===== config.mk =====
export PLATFORM = sky130hd
export DESIGN_NAME = stereo_tpdf_dither_quantizer
export DESIGN_NICKNAME = d
export VERILOG_FILES = /design/src/design/stdq_pkg.sv /design/src/design/stdq_prng.sv /design/src/design/stdq_clamp.sv /design/src/design/stdq_scale.sv /design/src/design/stereo_tpdf_dither_quantizer.sv
export SDC_FILE = /design/constraint.sdc
export NUM_CORES = 1
export LEC_CHECK = 0
export BUFFER_PORTS_ARGS = -buffer_cell sky130_fd_sc_hd__buf_4
export CORE_MARGIN = 2
export CORE_UTILIZATION = 25
export DETAILED_ROUTE_END_ITERATION = 10
export PLACE_DENSITY_LB_ADDON = 0.3
export SYNTH_ARGS = -nofsm -noshare
export SYNTH_HDL_FRONTEND = slang
export SYNTH_SLANG_ARGS = --single-unit

===== constraint.sdc =====
create_clock -name i_clk -period 12.34 [get_ports i_clk]
set_clock_uncertainty 0.05 [all_clocks]
set_input_delay 1.234 -clock i_clk [delete_from_list [all_inputs] [get_ports i_clk]]
set_output_delay 1.234 -clock i_clk [all_outputs]
set_load 0.01 [all_outputs]

===== src/design/stdq_pkg.sv =====
// ----------------------------------------------------------------------------
// stdq_pkg
// Types and constants shared by the stereo TPDF dither quantizer.
// ----------------------------------------------------------------------------
package stdq_pkg;

    // Generator seed that is used after reset and whenever a zero seed is written.
    localparam logic [31:0] SEED_DEFAULT = 32'h1234_5678;

    // Full scale of the input format (1.0 = 2^23).
    localparam int FS_SHIFT = 23;
    // Largest peak magnitude that the peak fields can report.
    localparam logic [22:0] PEAK_MAX = 23'h7F_FFFF;

    typedef struct packed {
        logic signed [31:0] left_sample;
        logic signed [31:0] right_sample;
        logic               mute;
    } t_in_item;

    typedef struct packed {
        logic signed [23:0] left_out;
        logic signed [23:0] right_out;
        logic [22:0]        peak_left;
        logic [22:0]        peak_right;
    } t_out_item;

    // Clamped channel value after the dither has been added, held as sign and magnitude.
    typedef struct packed {
        logic        neg;
        logic [23:0] mag;
    } t_chan_mag;

    typedef struct packed {
        t_chan_mag left;
        t_chan_mag right;
    } t_mid_item;

endpackage


===== src/design/stdq_prng.sv =====
// ----------------------------------------------------------------------------
// stdq_prng
// Xorshift32 generator that advances four steps per accepted item and
// provides the triangular dither for the left and right channels.
// ----------------------------------------------------------------------------
module stdq_prng (
    input  logic               i_clk,
    input  logic               i_rst_n,
    input  logic               i_cfg_we,
    input  logic [31:0]        i_cfg_data,
    input  logic               i_advance,
    output logic signed [16:0] o_dither_left,
    output logic signed [16:0] o_dither_right
);

    logic [31:0] r_state;
    logic [31:0] n_state;
    logic [31:0] w_s1;
    logic [31:0] w_s2;
    logic [31:0] w_s3;
    logic [31:0] w_s4;

    function automatic logic [31:0] xs_step(input logic [31:0] s);
        logic [31:0] t;
        t = s ^ (s << 13);
        t = t ^ (t >> 17);
        t = t ^ (t << 5);
        return t;
    endfunction

    assign w_s1 = xs_step(r_state);
    assign w_s2 = xs_step(w_s1);
    assign w_s3 = xs_step(w_s2);
    assign w_s4 = xs_step(w_s3);

    // The 0x8000 offsets of the two uniform values cancel in their difference.
    assign o_dither_left  = $signed({1'b0, w_s1[15:0]}) - $signed({1'b0, w_s2[15:0]});
    assign o_dither_right = $signed({1'b0, w_s3[15:0]}) - $signed({1'b0, w_s4[15:0]});

    always_comb begin
        n_state = r_state;
        if (i_cfg_we) begin
            n_state = (i_cfg_data == 32'd0) ? stdq_pkg::SEED_DEFAULT : i_cfg_data;
        end else if (i_advance) begin
            n_state = w_s4;
        end
    end

    always_ff @(posedge i_clk) begin
        if (!i_rst_n) begin
            r_state <= stdq_pkg::SEED_DEFAULT;
        end else begin
            r_state <= n_state;
        end
    end

endmodule


===== src/design/stdq_clamp.sv =====
// ----------------------------------------------------------------------------
// stdq_clamp
// Adds the dither to one channel sample and clamps the exact sum to
// plus or minus full scale, giving sign and magnitude.
// ----------------------------------------------------------------------------
module stdq_clamp (
    input  logic signed [31:0]  i_sample,
    input  logic signed [16:0]  i_dither,
    output stdq_pkg::t_chan_mag o_chan
);

    localparam logic signed [32:0] FS_POS = 33'sd8388608;
    localparam logic signed [32:0] FS_NEG = -33'sd8388608;

    logic signed [32:0] w_sum;
    logic signed [32:0] w_neg_sum;

    assign w_sum     = 33'(i_sample) + 33'(i_dither);
    assign w_neg_sum = -w_sum;

    always_comb begin
        if (w_sum > FS_POS) begin
            o_chan.neg = 1'b0;
            o_chan.mag = 24'h80_0000;
        end else if (w_sum < FS_NEG) begin
            o_chan.neg = 1'b1;
            o_chan.mag = 24'h80_0000;
        end else begin
            o_chan.neg = w_sum[32];
            o_chan.mag = w_sum[32] ? w_neg_sum[23:0] : w_sum[23:0];
        end
    end

endmodule


===== src/design/stdq_scale.sv =====
// ----------------------------------------------------------------------------
// stdq_scale
// Scales a clamped magnitude to the output full scale with truncation and
// forms the signed 24-bit output word and the saturated peak magnitude.
// ----------------------------------------------------------------------------
module stdq_scale #(
    parameter int OUT_BITS = 24
) (
    input  stdq_pkg::t_chan_mag i_chan,
    output logic signed [23:0]  o_word,
    output logic [22:0]         o_mag
);

    localparam int PW = 24 + OUT_BITS - 1;

    logic [PW-1:0]       w_prod;
    logic [OUT_BITS-1:0] w_scaled;
    logic [32:0]         w_wide;
    logic [32:0]         w_neg_wide;

    // mag * (2^(OUT_BITS-1) - 1) as a shift and a subtract.
    assign w_prod     = {i_chan.mag, {(OUT_BITS-1){1'b0}}} - PW'(i_chan.mag);
    assign w_scaled   = w_prod[PW-1:stdq_pkg::FS_SHIFT];
    assign w_wide     = 33'(w_scaled);
    assign w_neg_wide = 33'd0 - w_wide;

    assign o_word = i_chan.neg ? w_neg_wide[23:0] : w_wide[23:0];
    assign o_mag  = (w_wide > 33'(stdq_pkg::PEAK_MAX)) ? stdq_pkg::PEAK_MAX : w_wide[22:0];

endmodule


===== src/design/stereo_tpdf_dither_quantizer.sv =====
// ----------------------------------------------------------------------------
// stereo_tpdf_dither_quantizer
// Stereo TPDF dither, clamp and requantization with running peak hold.
// ----------------------------------------------------------------------------
// One stereo item is taken per clock unless o_stall is high. The pipeline has
// an input stage (dither generation, sum and clamp) and the result
// register (scaling and peak update), and each stage holds while the
// output is stalled, so up to two items can be in flight. The dither
// generator advances four xorshift32 steps for every accepted item, muted or
// not. Writing the seed reloads the generator (zero loads 0x12345678) and
// must happen while no item is in flight. Peak fields report the largest
// output magnitude since reset, including the item they travel with.
module stereo_tpdf_dither_quantizer #(
    parameter int OUT_BITS = 24
) (
    input  logic                i_clk,
    input  logic                i_rst_n,
    input  logic                i_cfg_we,
    input  logic [31:0]         i_cfg_data,
    input  logic                i_valid,
    output logic                o_stall,
    input  stdq_pkg::t_in_item  i_item,
    output logic                o_valid,
    input  logic                i_stall,
    output stdq_pkg::t_out_item o_item
);

    logic                r_s1_valid;
    logic                n_s1_valid;
    stdq_pkg::t_mid_item r_s1;
    stdq_pkg::t_mid_item n_s1;
    logic                r_out_valid;
    logic                n_out_valid;
    stdq_pkg::t_out_item r_out;
    stdq_pkg::t_out_item n_out;

    logic                w_out_free;
    logic                w_s1_free;
    logic                w_accept;
    logic                w_s2_go;
    logic signed [16:0]  w_dither_left;
    logic signed [16:0]  w_dither_right;
    logic signed [31:0]  w_left_in;
    logic signed [31:0]  w_right_in;
    stdq_pkg::t_chan_mag w_left_chan;
    stdq_pkg::t_chan_mag w_right_chan;
    logic signed [23:0]  w_left_word;
    logic signed [23:0]  w_right_word;
    logic [22:0]         w_left_mag;
    logic [22:0]         w_right_mag;

    assign w_out_free = !r_out_valid || !i_stall;
    assign w_s1_free  = !r_s1_valid || w_out_free;
    assign w_accept   = i_valid && w_s1_free;
    assign w_s2_go    = r_s1_valid && w_out_free;

    assign o_stall = !w_s1_free;
    assign o_valid = r_out_valid;
    assign o_item  = r_out;

    stdq_prng u_prng (
        .i_clk          (i_clk),
        .i_rst_n        (i_rst_n),
        .i_cfg_we       (i_cfg_we),
        .i_cfg_data     (i_cfg_data),
        .i_advance      (w_accept),
        .o_dither_left  (w_dither_left),
        .o_dither_right (w_dither_right)
    );

    assign w_left_in  = i_item.mute ? 32'sd0 : i_item.left_sample;
    assign w_right_in = i_item.mute ? 32'sd0 : i_item.right_sample;

    stdq_clamp u_clamp_left (
        .i_sample (w_left_in),
        .i_dither (w_dither_left),
        .o_chan   (w_left_chan)
    );

    stdq_clamp u_clamp_right (
        .i_sample (w_right_in),
        .i_dither (w_dither_right),
        .o_chan   (w_right_chan)
    );

    stdq_scale #(.OUT_BITS(OUT_BITS)) u_scale_left (
        .i_chan (r_s1.left),
        .o_word (w_left_word),
        .o_mag  (w_left_mag)
    );

    stdq_scale #(.OUT_BITS(OUT_BITS)) u_scale_right (
        .i_chan (r_s1.right),
        .o_word (w_right_word),
        .o_mag  (w_right_mag)
    );

    always_comb begin
        n_s1_valid = r_s1_valid;
        n_s1       = r_s1;
        if (w_s1_free) begin
            n_s1_valid = i_valid;
            n_s1.left  = w_left_chan;
            n_s1.right = w_right_chan;
        end
    end

    // The result register doubles as the peak hold: it only loads when the
    // previous result has left, so its peaks always belong to the item shown.
    always_comb begin
        n_out_valid = r_out_valid;
        n_out       = r_out;
        if (w_out_free) begin
            n_out_valid = r_s1_valid;
        end
        if (w_s2_go) begin
            n_out.left_out  = w_left_word;
            n_out.right_out = w_right_word;
            if (w_left_mag > r_out.peak_left) begin
                n_out.peak_left = w_left_mag;
            end
            if (w_right_mag > r_out.peak_right) begin
                n_out.peak_right = w_right_mag;
            end
        end
    end

    always_ff @(posedge i_clk) begin
        if (!i_rst_n) begin
            r_s1_valid  <= 1'b0;
            r_out_valid <= 1'b0;
            r_out       <= '0;
        end else begin
            r_s1_valid  <= n_s1_valid;
            r_out_valid <= n_out_valid;
            r_out       <= n_out;
        end
    end

    always_ff @(posedge i_clk) begin
        r_s1 <= n_s1;
    end

    // Peak hold never decreases once out of reset.
    assert property (@(posedge i_clk) disable iff (!i_rst_n)
        $past(i_rst_n) |-> (r_out.peak_left >= $past(r_out.peak_left))
                        && (r_out.peak_right >= $past(r_out.peak_right)))
        else $error("peak hold decreased");

    // Input is only stalled when both pipeline stages are occupied.
    assert property (@(posedge i_clk) disable iff (!i_rst_n)
        o_stall |-> (r_s1_valid && r_out_valid))
        else $error("input stalled with a free stage");

    // A blocked first stage keeps its item.
    assert property (@(posedge i_clk) disable iff (!i_rst_n)
        (r_s1_valid && !w_out_free) |=> (r_s1_valid && $stable(r_s1)))
        else $error("first stage lost or changed a blocked item");

endmodule


==> flow_results.xml <==
<?xml version="1.0" encoding="UTF-8"?>
<metrics>
  <group name="synth">
    <metric name="syn_nets" unit="">2791</metric>
    <metric name="syn-cell-area" unit="mm2">0.0201</metric>
    <metric name="synth-seq-cells" unit="">178</metric>
    <metric name="synthCells" unit="">2543</metric>
    <metric name="synth_area_per_cell" unit="um2">7.90</metric>
    <metric name="synth_enable_flop_cells" unit="">50</metric>
    <metric name="async_flop_share" unit="">0</metric>
    <metric name="synth_cell_types" unit="">92</metric>
    <metric name="post_synth_xor_area_fraction" unit="">0.241</metric>
    <metric name="seq_area_frac_synth" unit="">0.202</metric>
    <metric name="combinational_family_with_the_most_area_after_synthesis" unit="">XOR/XNOR gates</metric>
    <metric name="yosys_warnings" unit="">0</metric>
    <metric name="synth.area.mux_share" unit="">0.00766</metric>
    <metric name="synth_compound_area_frac" unit="">0.190</metric>
    <metric name="synthSimpleGateAreaFrac" unit="">0.218</metric>
    <metric name="synth-adder-area-share" unit="">0.0932</metric>
    <metric name="postSynth.topFlopCell" unit="">dfxtp_1</metric>
  </group>
  <group name="cells_and_area">
    <metric name="filler_cells_inserted" unit="">8618</metric>
    <metric name="fraction_of_layout_cells_with_a_size_suffix_above_1" unit="">0.119</metric>
    <metric name="syn_to_final_growth" unit="%">15.0</metric>
    <metric name="design.final.nets" unit="">2891</metric>
  </group>
  <group name="clock_tree">
    <metric name="cts_tree" unit="">done</metric>
    <metric name="cts_buffers" unit="">17</metric>
    <metric name="htree_levels" unit="">4</metric>
    <metric name="tritoncts_num_sinks" unit="">178</metric>
    <metric name="root_buffer" unit="">clkbuf_16</metric>
    <metric name="cts-root-to-sink-buffers" unit="">2</metric>
    <metric name="post_cts.resized_instances" unit="">0</metric>
    <metric name="worst_skew_pair.late_latency" unit="ps">490</metric>
    <metric name="cts_hold_repair.buffers" unit="">0</metric>
    <metric name="worst_setup_hold_path_clk_slew" unit="ps">90</metric>
    <metric name="post_cts_buffers" unit="">0</metric>
  </group>
  <group name="timing">
    <metric name="slew_viol_final" unit="">0</metric>
    <metric name="hold_viol_final" unit="">0</metric>
    <metric name="finalSetupViolCount" unit="">0</metric>
    <metric name="clock_period_minus_final_worst_setup_slack" unit="ps">11330</metric>
    <metric name="post-route-period-util" unit="">0.918</metric>
    <metric name="setup_total_negative_slack" unit="ps">0</metric>
    <metric name="worst-slew-pin-transition" unit="ps">1210</metric>
    <metric name="timing.slew.headroom" unit="">0.191</metric>
    <metric name="maxClockFrequency" unit="GHz">0.0883</metric>
    <metric name="rsz0062_at_grt" unit="">false</metric>
  </group>
  <group name="place">
    <metric name="port_buffers" unit="">197</metric>
    <metric name="routabilityCongestion" unit="">0.893</metric>
    <metric name="hpwl" unit="um">55200</metric>
  </group>
  <group name="grt">
    <metric name="grt_first_pass_wirelength" unit="um">103000</metric>
    <metric name="grt_start_max_net_pins" unit="">62</metric>
    <metric name="globalRoute.totalOverflow" unit="">0</metric>
    <metric name="antenna_found_initial" unit="">2</metric>
    <metric name="first_global_vias" unit="">17200</metric>
    <metric name="groute.usage.overall" unit="">0.163</metric>
  </group>
  <group name="worst_setup_path">
    <metric name="reg2regPathDepth" unit="">38</metric>
    <metric name="max_stage_delay" unit="ps">830</metric>
    <metric name="capture_point_of_the_worst_path" unit="">r_s1[4]</metric>
    <metric name="cp_common_cell" unit="">ha_1</metric>
    <metric name="worst_setup_path_start_kind" unit="">flip-flop</metric>
    <metric name="crit_type" unit="">flip-flop to flip-flop</metric>
    <metric name="regToRegSetupSlack" unit="ps">1010</metric>
    <metric name="cp.required" unit="ps">12470</metric>
    <metric name="worstReg2RegEnd" unit="">r_s1[4]</metric>
    <metric name="timing.critical_path.from" unit="">u_prng.r_state[10]</metric>
    <metric name="worstPathMaxFanout" unit="">24</metric>
    <metric name="worst_ep_arrival_time" unit="ps">11470</metric>
    <metric name="reg2reg_from" unit="">u_prng.r_state[10]</metric>
    <metric name="critPathCaptureType" unit="">flip-flop</metric>
    <metric name="worst_path_max_delay_cell" unit="">a31oi_2</metric>
  </group>
  <group name="routing">
    <metric name="drc_violation_count_after_routing" unit="">0</metric>
    <metric name="drt-wirelength-per-cell" unit="um">18.4</metric>
    <metric name="post_drt_via_cell_ratio" unit="">4.92</metric>
    <metric name="dr.first_iter.drc_count" unit="">1313</metric>
    <metric name="vias" unit="">18200</metric>
    <metric name="drtAntennaViolNets" unit="">0</metric>
    <metric name="firstDrtPassIters" unit="">5</metric>
    <metric name="drt-total-wl" unit="um">68100</metric>
  </group>
  <group name="floorplanning">
    <metric name="dieArea" unit="mm2">0.0827</metric>
    <metric name="fp.dieH" unit="um">288</metric>
    <metric name="initial_utilization" unit="">0.254</metric>
    <metric name="core" unit="mm2">0.0793</metric>
    <metric name="die_width" unit="um">288</metric>
    <metric name="ioPinCount" unit="">198</metric>
    <metric name="core.rowCount" unit="">103</metric>
  </group>
  <group name="hold_path">
    <metric name="class_of_the_most_critical_hold_timing_path" unit="">flip-flop to flip-flop</metric>
  </group>
  <group name="run">
    <metric name="max-cap-violations" unit="">0</metric>
  </group>
  <group name="outcome">
    <metric name="outcome" unit="">finished, final reports clean</metric>
  </group>
</metrics>
-- worst min-delay path by stage --
stage / startpoint / endpoint / cells past startpoint
after global placement: o_item[61] / o_item[61] / 2
final: o_item[56] / o_item[56] / 2
after global routing: o_item[68] / o_item[68] / 2
after floorplan: r_s1_valid / o_valid / 2
after detailed placement: o_item[68] / o_item[68] / 2
after CTS: o_item[56] / o_item[56] / 2
-- layout by cell type, fill, tap and decap left out, types with 64 or more instances in the layout --
cell       n
o21ai_0   99
nor2b_1   84
dfxtp_1  128
a21oi_1  193
xor2_1   120
xnor2_1  255
buf_4    213
ha_1     144
nor3_1    70
nand3_1   64
inv_1    108
nand2_1  274
nor2_1   222
-- critical path: cells and delay by family (launching register included) --
family,cells,cell delay [ps]
AND/OR/NAND/NOR,6,780
flip-flops,1,520
buffers and inverters,3,530
AO/OA/AOI/OAI,16,3840
XOR/XNOR,9,3210
adder cells (fa/ha/maj),4,2070
-- synthesized netlist by cell type (26+ instances only) --
master / instances / share of area
a21oi_1: 193 / 0.048
a21o_1: 46 / 0.017
o31ai_1: 27 / 0.010
nor2_1: 222 / 0.041
ha_1: 144 / 0.090
xnor2_1: 257 / 0.11
nand4_1: 26 / 0.0081
nand2b_1: 33 / 0.010
clkbuf_1: 105 / 0.020
or3_1: 32 / 0.010
o21ai_0: 100 / 0.025
a211oi_1: 46 / 0.017
xor2_1: 120 / 0.052
nand3_1: 65 / 0.016
dfxtp_1: 128 / 0.13
edfxtp_1: 50 / 0.075
nor3_1: 70 / 0.017
nand2_1: 275 / 0.051
inv_1: 108 / 0.020
nor2b_1: 84 / 0.026
-- cells by family after synthesis --
kind of cell    count (synthesis)
simple gates                  916
xor+xnor                      447
mux                            14
fa+ha+maj                     149
flops                         178
compound gates                597
buf+inv                       242
-- sequential cells by signal, indices dropped and copies added (netlist names) --
name            count
o_item             94
o_valid             1
r_s1               50
r_s1_valid          1
u_prng.r_state     32
-- stage by stage --
step	worst slack, ps	std cells	utilization	hold slack, ps	instance area [um2]
2_1_floorplan	2210	2543	-	423	20100
3_3_place_gp	1280	3674	0.284	392	22500
3_5_place_dp	1170	3674	0.284	396	22500
4_1_cts	1110	3706	0.291	407	23100
5_1_grt	303	3707	0.291	422	23100
6_report	1010	3707	0.291	402	23100
-- layout make-up --
cell class | instances | area, um2 | area share
diodes | 1 | 2.50 | 0.000108
clock buffers | 18 | 429 | 0.0186
clock inverters | 14 | 144 | 0.00623
inverters | 110 | 414 | 0.0179
multi-input cells | 2123 | 15100 | 0.655
flip-flops and latches | 178 | 4060 | 0.176
well taps | 1050 | 1310 | 0.0569
repair buffers | 213 | 1600 | 0.0692
-- routing by layer --
layer  vias to the layer above  GRT usage  part of all wire
li1                       9151          -                 -
met4                         2     0.0540             0.025
met3                        69     0.0248             0.048
met2                       467      0.255              0.44
met1                      8541      0.227              0.49
met5                         -          0           0.00015
Power is not shown: default switching activity piles up to over one toggle a cycle in this logic, so the estimate is an artifact.
